$ cat config.mk
export PLATFORM = sky130hd
export DESIGN_NAME = cpu_alu_with_flags_unit
export DESIGN_NICKNAME = d
export VERILOG_FILES = /design/src/hw/rtl/cpualu_pkg.sv /design/src/hw/rtl/cpu_alu_with_flags_unit.sv /design/src/hw/rtl/cpualu_core.sv
export SDC_FILE = /design/constraint.sdc
export NUM_CORES = 1
export LEC_CHECK = 0
export BUFFER_PORTS_ARGS = -buffer_cell sky130_fd_sc_hd__buf_2
export CAP_MARGIN = 25
export CORE_MARGIN = 8
export CORE_UTILIZATION = 65
export DETAILED_ROUTE_END_ITERATION = 8
export PLACE_DENSITY = 0.88
export SETUP_SLACK_MARGIN = 0.1
export SLEW_MARGIN = 20
export SYNTH_ARGS = -nofsm -noshare
export SYNTH_HDL_FRONTEND = slang
export SYNTH_SLANG_ARGS = --single-unit
$ cat constraint.sdc
create_clock -name clk -period 8.19 [get_ports clk]
set_input_delay 2.0475 -clock clk [delete_from_list [all_inputs] [get_ports clk]]
set_output_delay 2.0475 -clock clk [all_outputs]
set_load 0.02 [all_outputs]
$ cat src/hw/rtl/cpualu_pkg.sv
// shared types and constants for the sm83 alu with flags
// operation codes, flag bit positions and request/response structs; no dependencies

package cpualu_pkg;

  // operation codes carried on the input tuser
  typedef enum logic [4:0] {
    OP_ADD   = 5'd0,
    OP_ADC   = 5'd1,
    OP_SUB   = 5'd2,
    OP_SBC   = 5'd3,
    OP_AND   = 5'd4,
    OP_XOR   = 5'd5,
    OP_OR    = 5'd6,
    OP_CP    = 5'd7,
    OP_INC   = 5'd8,
    OP_DEC   = 5'd9,
    OP_RLCA  = 5'd10,
    OP_RRCA  = 5'd11,
    OP_RLA   = 5'd12,
    OP_RRA   = 5'd13,
    OP_CPL   = 5'd14,
    OP_SCF   = 5'd15,
    OP_CCF   = 5'd16,
    OP_DAA   = 5'd17,
    OP_ADD16 = 5'd18,
    OP_INC16 = 5'd19,
    OP_DEC16 = 5'd20
  } op_t;

  // flag bit positions
  localparam int unsigned FLAG_Z = 3;
  localparam int unsigned FLAG_N = 2;
  localparam int unsigned FLAG_H = 1;
  localparam int unsigned FLAG_C = 0;

  // decimal adjust constants
  localparam logic [7:0] DAA_HI_ADJ = 8'h60;
  localparam logic [7:0] DAA_LO_ADJ = 8'h06;
  localparam logic [7:0] DAA_HI_MAX = 8'h99;
  localparam logic [3:0] DAA_LO_MAX = 4'h9;

  // payload widths on the stream ports
  localparam int unsigned IN_TDATA_W  = 40;
  localparam int unsigned OUT_TDATA_W = 24;

  // one alu request
  typedef struct packed {
    logic [4:0]  req_type;
    logic [15:0] operand_a;
    logic [15:0] operand_b;
    logic [3:0]  flags_in;
  } alu_req_t;

  // one alu response
  typedef struct packed {
    logic [15:0] result;
    logic [3:0]  flags_out;
  } alu_rsp_t;

endpackage

$ cat src/hw/rtl/cpu_alu_with_flags_unit.sv
// top level of the sm83 alu with flags: stream ports, input and result registers
// depends on cpualu_pkg and cpualu_core

// Each request carries an operation code on in_tuser and both operands plus the incoming
// Z,N,H,C flags on in_tdata; each request gives exactly one response with the result and
// the new flags on out_tdata. A request is registered on entry, passes the combinational alu
// datapath and lands in the result register, which drives out_tvalid, and one request is
// taken per cycle as long as the result side keeps up. The datapath between the two register
// stages is combinational; both stages hold their contents under back-pressure. Unused
// operation codes pass operand_a and the flags unchanged.

module cpu_alu_with_flags_unit
  import cpualu_pkg::*;
(
  input  logic                   clk,
  input  logic                   rst_n,
  // in_tdata: operand_a [15:0], operand_b [31:16], flags_in [35:32], zero pad [39:36]
  input  logic [IN_TDATA_W-1:0]  in_tdata,
  // in_tuser: req_type [4:0]
  input  logic [4:0]             in_tuser,
  input  logic                   in_tvalid,
  output logic                   in_tready,
  // out_tdata: result [15:0], flags_out [19:16], zero pad [23:20]
  output logic [OUT_TDATA_W-1:0] out_tdata,
  output logic                   out_tvalid,
  input  logic                   out_tready
);

  alu_req_t req_r;
  alu_req_t req_nxt;
  logic     req_vld_r;
  alu_rsp_t rsp_r;
  alu_rsp_t rsp_nxt;
  logic     rsp_vld_r;
  logic     rsp_load;
  logic     req_load;

  // stage enables: result stage frees when empty or drained, input stage follows
  assign rsp_load  = !rsp_vld_r || out_tready;
  assign req_load  = !req_vld_r || rsp_load;
  assign in_tready = req_load;

  // unpack an incoming request
  always_comb begin
    req_nxt.req_type  = in_tuser;
    req_nxt.operand_a = in_tdata[15:0];
    req_nxt.operand_b = in_tdata[31:16];
    req_nxt.flags_in  = in_tdata[35:32];
  end

  // alu datapath
  cpualu_core u_core (
    .req (req_r),
    .rsp (rsp_nxt)
  );

  // valid bits of both stages
  always_ff @(posedge clk) begin
    if (!rst_n) begin
      req_vld_r <= 1'b0;
      rsp_vld_r <= 1'b0;
    end else begin
      if (req_load) begin
        req_vld_r <= in_tvalid;
      end
      if (rsp_load) begin
        rsp_vld_r <= req_vld_r;
      end
    end
  end

  // payload registers
  always_ff @(posedge clk) begin
    if (req_load && in_tvalid) begin
      req_r <= req_nxt;
    end
    if (rsp_load && req_vld_r) begin
      rsp_r <= rsp_nxt;
    end
  end

  assign out_tvalid = rsp_vld_r;
  assign out_tdata  = {4'd0, rsp_r.flags_out, rsp_r.result};

endmodule

$ cat src/hw/rtl/cpualu_core.sv
// combinational sm83 alu datapath: arithmetic, logic, rotates, daa and 16-bit ops
// depends on cpualu_pkg for operation codes, flag positions and structs

module cpualu_core
  import cpualu_pkg::*;
(
  input  alu_req_t req,
  output alu_rsp_t rsp
);

  logic [7:0]  a8;
  logic [7:0]  b8;
  logic [15:0] a16;
  logic [15:0] b16;
  logic [3:0]  f;
  logic        cin;
  logic        use_c;
  logic        c_bit;
  logic [8:0]  add9;
  logic [4:0]  add_h5;
  logic [8:0]  sub9;
  logic [4:0]  sub_h5;
  logic [7:0]  inc8;
  logic [7:0]  dec8;
  logic        daa_hi;
  logic        daa_lo;
  logic        daa_c;
  logic [7:0]  daa_adj;
  logic [7:0]  daa8;
  logic [16:0] add17;
  logic [12:0] add_h13;
  logic [15:0] res;
  logic [3:0]  nf;

  assign a8    = req.operand_a[7:0];
  assign b8    = req.operand_b[7:0];
  assign a16   = req.operand_a;
  assign b16   = req.operand_b;
  assign f     = req.flags_in;
  assign cin   = f[FLAG_C];

  // carry-in only for adc and sbc
  assign use_c = (req.req_type == OP_ADC) || (req.req_type == OP_SBC);
  assign c_bit = use_c & cin;

  // shared 8-bit adder and subtractor with half-carry taps
  assign add9   = {1'b0, a8} + {1'b0, b8} + {8'd0, c_bit};
  assign add_h5 = {1'b0, a8[3:0]} + {1'b0, b8[3:0]} + {4'd0, c_bit};
  assign sub9   = {1'b0, a8} - {1'b0, b8} - {8'd0, c_bit};
  assign sub_h5 = {1'b0, a8[3:0]} - {1'b0, b8[3:0]} - {4'd0, c_bit};

  assign inc8 = a8 + 8'd1;
  assign dec8 = a8 - 8'd1;

  // decimal adjust: high digit fix first, low digit test is unaffected by it
  assign daa_hi  = f[FLAG_N] ? cin : (cin || (a8 > DAA_HI_MAX));
  assign daa_lo  = f[FLAG_N] ? f[FLAG_H] : (f[FLAG_H] || (a8[3:0] > DAA_LO_MAX));
  assign daa_adj = (daa_hi ? DAA_HI_ADJ : 8'h00) + (daa_lo ? DAA_LO_ADJ : 8'h00);
  assign daa8    = f[FLAG_N] ? (a8 - daa_adj) : (a8 + daa_adj);
  assign daa_c   = daa_hi;

  // 16-bit add with carry out of bit 11 and bit 15
  assign add17   = {1'b0, a16} + {1'b0, b16};
  assign add_h13 = {1'b0, a16[11:0]} + {1'b0, b16[11:0]};

  // result and flag select
  always_comb begin
    res = a16;
    nf  = f;
    case (op_t'(req.req_type))
      OP_ADD, OP_ADC: begin
        res = {8'd0, add9[7:0]};
        nf  = {(add9[7:0] == 8'd0), 1'b0, add_h5[4], add9[8]};
      end
      OP_SUB, OP_SBC: begin
        res = {8'd0, sub9[7:0]};
        nf  = {(sub9[7:0] == 8'd0), 1'b1, sub_h5[4], sub9[8]};
      end
      OP_CP: begin
        res = a16;
        nf  = {(sub9[7:0] == 8'd0), 1'b1, sub_h5[4], sub9[8]};
      end
      OP_AND: begin
        res = {8'd0, a8 & b8};
        nf  = {((a8 & b8) == 8'd0), 1'b0, 1'b1, 1'b0};
      end
      OP_XOR: begin
        res = {8'd0, a8 ^ b8};
        nf  = {((a8 ^ b8) == 8'd0), 3'b000};
      end
      OP_OR: begin
        res = {8'd0, a8 | b8};
        nf  = {((a8 | b8) == 8'd0), 3'b000};
      end
      OP_INC: begin
        res = {8'd0, inc8};
        nf  = {(inc8 == 8'd0), 1'b0, (a8[3:0] == 4'hF), cin};
      end
      OP_DEC: begin
        res = {8'd0, dec8};
        nf  = {(dec8 == 8'd0), 1'b1, (a8[3:0] == 4'h0), cin};
      end
      OP_RLCA: begin
        res = {8'd0, a8[6:0], a8[7]};
        nf  = {3'b000, a8[7]};
      end
      OP_RRCA: begin
        res = {8'd0, a8[0], a8[7:1]};
        nf  = {3'b000, a8[0]};
      end
      OP_RLA: begin
        res = {8'd0, a8[6:0], cin};
        nf  = {3'b000, a8[7]};
      end
      OP_RRA: begin
        res = {8'd0, cin, a8[7:1]};
        nf  = {3'b000, a8[0]};
      end
      OP_CPL: begin
        res = {8'd0, ~a8};
        nf  = {f[FLAG_Z], 1'b1, 1'b1, cin};
      end
      OP_SCF: begin
        nf = {f[FLAG_Z], 3'b001};
      end
      OP_CCF: begin
        nf = {f[FLAG_Z], 2'b00, ~cin};
      end
      OP_DAA: begin
        res = {8'd0, daa8};
        nf  = {(daa8 == 8'd0), f[FLAG_N], 1'b0, daa_c};
      end
      OP_ADD16: begin
        res = add17[15:0];
        nf  = {f[FLAG_Z], 1'b0, add_h13[12], add17[16]};
      end
      OP_INC16: begin
        res = a16 + 16'd1;
      end
      OP_DEC16: begin
        res = a16 - 16'd1;
      end
      default: begin
        res = a16;
        nf  = f;
      end
    endcase
  end

  assign rsp.result    = res;
  assign rsp.flags_out = nf;

endmodule

==> Word-level counts from Yosys, hierarchy flattened <==
Cells that the tools add are included.
{ "word_totals": {"ff_bits": 63} }
{ "op_classes": {"n_addsub": 17, "order_cmp": 2, "eq_ne": 21, "muxes": 7, "bitwise_logic": 6, "n_reduce_logical": 24} }
{ "ops": {"columns": ["operator", "n"], "rows": [
  ["16-bit case mux with 16 select lines", 1],
  ["8-bit zero test", 8],
  ["4-bit case mux with 14 select lines", 1],
  ["5-bit by 4-bit == test with 1-bit output, second input constant", 8],
  ["5-bit == test, second input constant", 5],
  ["5-bit by 3-bit == test with 1-bit output, second input constant", 4],
  ["16-bit by 16-bit adder with 17-bit output", 1],
  ["16-bit by 1-bit adder with 16-bit output, second input constant", 1],
  ["8-bit adder", 2],
  ["16-bit by 1-bit subtractor with 16-bit output, second input constant", 1],
  ["12-bit by 12-bit adder with 13-bit output", 1],
  ["5-bit by 2-bit == test with 1-bit output, second input constant", 2],
  ["8-bit by 8-bit adder with 9-bit output", 1],
  ["9-bit by 1-bit adder with 9-bit output", 1],
  ["8-bit by 8-bit subtractor with 9-bit output", 1],
  ["9-bit by 1-bit subtractor with 9-bit output", 1],
  ["8-bit by 1-bit adder with 8-bit output, second input constant", 1],
  ["8-bit bitwise AND", 1],
  ["8-bit > comparator, second input constant", 1],
  ["8-bit two-way mux", 1],
  ["8-bit inverter", 1],
  ["8-bit bitwise OR", 1],
  ["2-bit OR reduction", 4],
  ["8-bit by 1-bit subtractor with 8-bit output, second input constant", 1],
  ["20 further kinds", 27]
]} }

==> Longest topological paths before layout <==
Gate-level depths: netlist (run 1).
{ "depth": {"word_depth": 9, "depth_mapped": 17, "ltp_nobuf": 16} }

==> Cells and area by module <==
A second synthesis (run 1) with hierarchy kept.
{ "hier_totals": {"hier_cells": 729, "area_unflattened_um2": 6351.1} }
{ "by_module_without_submodules": {"columns": ["mod", "instances", "cells_per_inst", "area_each_um2", "seq_area_each_um2"], "rows": [
  ["cpualu_core", 1, 654, 4381.7, 0.0],
  ["cpu_alu_with_flags_unit", 1, 75, 1969.4, 1871.8]
]} }

==> Least setup slack after synthesis (run 1) <==
No wires, ideal clock.
{ "synth_path": {"path_type": "input to output", "from": "in out_tready", "to": "out in_tready", "arrival_time_ps": 2418, "required_ps": 6142, "path_slack_ps": 3724, "stages": 2, "path_cell_list": "nor2b_1 > nand2_1"} }
{ "synth_between": {"elab_chain_cells": 2} }
{ "synth_lines": {"columns": ["element", "line", "source"], "rows": [
  ["start: declaration", "cpu_alu_with_flags_unit.sv:26", "input logic out_tready"],
  ["1-bit logical OR", "cpu_alu_with_flags_unit.sv:39", "assign rsp_load = !rsp_vld_r || out_tready;"],
  ["1-bit logical OR", "cpu_alu_with_flags_unit.sv:40", "assign req_load = !req_vld_r || rsp_load;"],
  ["end: declaration", "cpu_alu_with_flags_unit.sv:22", "output logic in_tready,"]
]} }
Every way passes these cells.

==> Worst setup path after layout (run 1) <==
Ends and elaborated chain as after synthesis.

==> metrics.txt, run 1 <==
final clock skew=14.3 ps; CP endpoint kind=output pin; Synth Area in Compound Gates=24.7%; Worst-path clk slew=70 ps; synthesis-stage register bit count=63; post-synthesis xor/xnor area fraction=6.98%; vias in the first global route=6126; Die X=114 um; layout cell share with drive strength beyond 1=12.4%; Final TNS setup=0 ps; pin count of the biggest net entering global routing=42; GRT Total Usage=32.3%; DP HPWL=15600 um; final setup vio count=0; Max VDD drop=135 uV; area share of and/or/nand/nor cells after synthesis=17.7%; final core utilization=71.9%; startpoint types=primary input; Post-Synth Adder-Cell Area=15.2%; Worst Setup Path Type=primary input to output pin; vias per cell=6.94; Synth area leaders=edfxtp_1, ha_1, xnor2_1; PortBufs=66; Distinct cells, synth=72; Final Cycle Share=59.6%; cell taking the most area after synthesis=edfxtp_1; relative slew slack=28.6%; FP Rows=36; DRC Markers=0; Post-Syn Area=6270 um2; CTS Root Cell=clkbuf_8; Initial DRC Count=767; Ant. Diodes=0; Die Y=114 um; ys async rst share=0%; DP Cell Count=894; sequential share of the synthesized area=29.8%; # resized after CTS=0; hold buffers post-CTS=0; Tmin final=4880 ps; ys flop type=edfxtp_1; average cell area after synthesis=8.71 um2; core region area=9550 um2; slew of the pin with the lowest slew margin=1060 ps; fmax=205 MHz; Final #Nets=893; H-tree depth=3; CP peak stage delay=360 ps; largest fanout on the critical path=4; number of enable flip-flop cells after synthesis=61; DRT Pass-1 Iters=8; PwrDens=143 nW/um2; number of clock sinks=63; status=finished, final reports clean; postcts setup bufs=0; Worst EP required=6140 ps; Worst Hold Class=flip-flop to flip-flop; I/O pin count=75; antenna-violating nets left=0; gr ovfl total=0; cells along the critical path=buf_2, nor2b_1, nand2_1, buf_2; routability cong.=1.04; Crit path arrival time=2830 ps; Max Cap Violations=0; via count=6314; reg2reg setup slack=3450 ps; Critical-path top delay cell=nor2b_1; worst hold slack=552 ps; main combinational cell family by area after synthesis=compound AO/OA/AOI/OAI gates; most frequent cells in the layout=ha_1, buf_2, edfxtp_1; post-synthesis mux area share=0.319%; Area growth syn-to-layout=9.41%; drt wl/cell=23.0 um; Max Slew Vio Count=0; CTS tree=done; Post-Layout Cell Count=910; Hold Violations, Final=0; Worst-Skew Late Latency=380 ps; TritonCTS buffer count=9; initial antenna violation count=0; Yosys warnings=0; final WL=21000 um; CTS Buffer Depth=2; Pwr Total=983 uW; unrepaired setup endpoints after global routing=false; first-pass GRT wire length=32500 um; static leakage=2.79 nW; die area=13100 um2; Synth top area share=29.2%; initial core utilization=65.7%; Synth Instances=720; cell mode on critical path=buf_2
==> flip-flops by register name, summed over array words and instances, names as in the netlist <==
register,cells
req_vld_r,1
out_tdata,20
req_r,41
out_tvalid,1
==> synthesized netlist by cell type (12+ instances only) <==
cell type and number:
a21o_1 12, a21oi_1 49, a221oi_1 14, a22oi_1 14, clkbuf_1 27, edfxtp_1 61, ha_1 66, inv_1 37
nand2_1 47, nand3_1 23, nor2_1 56, nor2b_1 20, nor3_1 25, o21ai_0 44, xnor2_1 35, xor2_1 15
==> where the power goes <==
group	switching [mW]	internal [mW]
sequential	0.0247	0.379
combinational	0.205	0.122
clock	0.134	0.119
total	0.363	0.620
==> layer usage <==
metal | wire [um] | GRT usage [%]
met1 | 8250 | 40.9
met2 | 9470 | 51.0
met4 | 721 | 14.2
met3 | 2510 | 8.07
met5 | 0 | 0
==> logic make-up after synthesis <==
kind of cell / count (synthesis)
other cells: 1
flops: 63
mux: 2
fa+ha+maj: 73
buf+inv: 78
xor+xnor: 50
compound gates: 228
simple gates: 225
==> path summary, 6_finish.rpt <==
path	from	cells past startpoint	endpoint
worst max register to register	req_r[37]$_DFFE_PP_	12	out_tdata[14]$_DFFE_PP_
worst min register to register	req_vld_r$_SDFFE_PN0N_	1	out_tvalid$_SDFFE_PN0P_
worst max-delay path	out_tready	4	in_tready
worst min-delay path	req_vld_r$_SDFFE_PN0N_	1	out_tvalid$_SDFFE_PN0P_
==> area by class of cell <==
cell class              count  area (um2)
multi-input cells         582        4100
flip-flops and latches     63        1870
well taps                 133         166
inverters                  41         154
repair buffers             75         398
fillers                   762        2690
clock inverters             4        32.5
clock buffers              12         145
==> worst max-delay path: cells and delay by family <==
| family | cells | cell delay [ps] |
|---|---|---|
| and+or+nand+nor | 2 | 490 |
| buffers and inverters | 2 | 290 |
==> stage by stage <==
step / setup slack, ps / area [um2]
after detailed placement: 3390 / 6680
after floorplan: 3720 / 6280
after global placement: 3510 / 6680
after global routing: 3260 / 6860
after CTS: 3390 / 6860
final: 3310 / 6860
Note: power is estimated with default switching activity, not from simulation.
==> inputs of run 2 (changes only) <==
--- a/config.mk
+++ b/config.mk
@@ -8,9 +8,9 @@
 export BUFFER_PORTS_ARGS = -buffer_cell sky130_fd_sc_hd__buf_2
 export CAP_MARGIN = 25
 export CORE_MARGIN = 8
-export CORE_UTILIZATION = 65
+export CORE_UTILIZATION = 54
 export DETAILED_ROUTE_END_ITERATION = 8
-export PLACE_DENSITY = 0.88
+export PLACE_DENSITY = 0.78
 export SETUP_SLACK_MARGIN = 0.1
 export SLEW_MARGIN = 20
 export SYNTH_ARGS = -nofsm -noshare
==> constraint.sdc (replaced) <==
create_clock -name clk -period 4.1 [get_ports clk]
set_input_delay 1.025 -clock clk [delete_from_list [all_inputs] [get_ports clk]]
set_output_delay 1.025 -clock clk [all_outputs]
set_load 0.02 [all_outputs]
==> metrics.txt, run 2 (synthesis gave the netlist of run 1 again) <==
status=finished, final reports clean; unrepaired setup endpoints after global routing=false; Worst R2R Start=req_r[36]$_DFFE_PP_; register share of total power=33.2% (-7.8 points); Switching Share=32.4% (-4.5 points); FP Rows=39 (+8.3%); number of clock sinks=63 (unchanged); vias per cell=6.62 (-4.6%); worst-case hold path end point=out_tvalid$_SDFFE_PN0P_; CTS tree=done; final WL=21500 um (+2.5%); Max VDD drop=253 uV (+87%); slew of the pin with the lowest slew margin=918 ps (-139 ps); Final Cycle Share=90.1%; largest fanout on the critical path=4 (unchanged); Ant. Diodes=0 (unchanged); HP Start=req_vld_r$_SDFFE_PN0N_; antenna-violating nets left=0 (unchanged); Tmin final=3690 ps; Psw=767 uW (+110%); Crit Reg-Reg Endpoint=out_tdata[19]$_DFFE_PP_; core region area=11400 um2 (+19%); die area=15300 um2 (+17%); Hold Violations, Final=0 (unchanged); drt wl/cell=22.5 um (-2.5%); Most flops, register=req_r; hold buffers post-CTS=0 (unchanged); Max Slew Vio Count=0 (unchanged); Worst-Skew Late Latency=350 ps (-30 ps); CTS Buffer Depth=2 (unchanged); Worst Setup Path Type=flip-flop to flip-flop; commonest non-fill, non-tap cell in the layout=buf_2; pre-CTS setup slack=390 ps (-3000 ps); GRT Total Usage=28.5% (-3.8 points); clock network power share=36.5% (+11 points); TritonCTS buffer count=9 (unchanged); final clock skew=5.31 ps (-9.00 ps); vias in the first global route=6269 (+2.3%); H-tree depth=3 (unchanged); Internal=1.60 mW (+160%); Final TNS setup=0 ps (unchanged); reg2reg setup slack=410 ps (-3040 ps); Die Y=124 um (+8.4%); R2R cell count=14 (+2); placed inst area=6960 um2 (+4.1%); final setup vio count=0 (unchanged); worst hold slack=524 ps (-28.2 ps); fin worst setup slack=407 ps (-2900 ps); pin count of the biggest net entering global routing=42 (unchanged); CTS Root Cell=clkbuf_16; PwrDens=323 nW/um2 (+130%); static leakage=3.04 nW (+9.3%); Crit path arrival time=3790 ps (+960 ps); Hold Path Stages=1 (unchanged); relative slew slack=38.3% (+9.7 points); first-pass GRT wire length=33000 um (+1.5%); startpoint types=flip-flop; max reg flops=41 (unchanged); routability cong.=1.01 (-2.2%); Max Cap Violations=0 (unchanged); DRT Pass-1 Iters=8 (unchanged); Design Area, Final=7320 um2 (+6.7%); DRC Markers=0 (unchanged); Worst EP required=4200 ps (-1940 ps); most frequent cells in the layout=buf_2, ha_1, edfxtp_1; Initial DRC Count=957 (+25%); PortBufs=66 (unchanged); Pwr Total=2.36 mW (+140%); I/O pin count=75 (unchanged); DP HPWL=16500 um (+6.0%); fmax=271 MHz; gr ovfl total=0 (unchanged); initial core utilization=55.2% (-11 points); CP endpoint kind=flip-flop; postcts setup bufs=0 (unchanged); via count=6336 (+0.35%); Worst Hold Class=flip-flop to flip-flop; initial antenna violation count=0 (unchanged); Die X=124 um (+8.4%); Final #Nets=930 (+4.1%); Worst-path clk slew=50 ps (-20 ps); layout cell share with drive strength beyond 1=16.7% (+4.4 points); combinational share of power=30.4% (-2.9 points); Area growth syn-to-layout=16.7%
run 2: repair_timing:
action                                  4_1_cts  5_1_grt
resized for setup                             0        2
endpoints found under the setup margin        0        2
hold endpoints to repair                      0        0
run 2: cell type report:
type / count / area, um2
Multi-Input combinational cell: 582 / 4100
Clock inverter: 4 / 76.3
Tap cell: 143 / 179
Fill cell: 968 / 4050
Inverter: 41 / 154
Sequential cell: 63 / 1870
Timing Repair Buffer: 112 / 686
Clock buffer: 12 / 256
run 2: metrics by stage:
step	cells	util (%)
detailed placement	939	61.2
floorplan	723	-
finish	957	64.4
global placement	939	61.2
global route	957	64.4
CTS	955	64.1
run 2: how the worst max path moves through the flow:
stage / from / end / slack, ps / cells after the start
6_report: req_r[36]$_DFFE_PP_ / out_tdata[19]$_DFFE_PP_ / 410 / 14
5_1_grt: req_r[20]$_DFFE_PP_ / out_tdata[19]$_DFFE_PP_ / 130 / 16
4_1_cts: req_r[20]$_DFFE_PP_ / out_tdata[19]$_DFFE_PP_ / 340 / 16
3_3_place_gp: req_r[39]$_DFFE_PP_ / out_tdata[19]$_DFFE_PP_ / 560 / 13
2_1_floorplan: req_r[21]$_DFFE_PP_ / out_tdata[19]$_DFFE_PP_ / 490 / 17
3_5_place_dp: req_r[21]$_DFFE_PP_ / out_tdata[19]$_DFFE_PP_ / 390 / 16
run 2: critical path: stages, from the launching register on:
cell	delay [ps]
edfxtp_1	420
nor2b_1	170
nand3_1	180
inv_1	80
fa_1	540
inv_1	80
ha_1	180
o21ai_0	260
a21boi_0	140
o21a_1	200
o21ai_0	360
a21oi_1	160
xor2_1	290
a21oi_1	90
a211o_1	300
run 2: power by group through the flow:
stage                     clock (mW)  combinational [mW]  sequential, mW
after CTS                      0.868               0.696           0.784
after global placement             0               0.669           0.795
after detailed placement           0               0.688           0.796
after floorplan                    0               0.448           0.809
after global routing           0.890               0.773           0.787
final                          0.862               0.718           0.784
run 2: metal layers:
| layer | share of wire (%) | global-route usage, % |
|---|---|---|
| met2 | 45 | 43.8 |
| met4 | 3.1 | 13.9 |
| met1 | 41 | 37.5 |
| met5 | 0 | 0 |
| met3 | 11 | 5.71 |
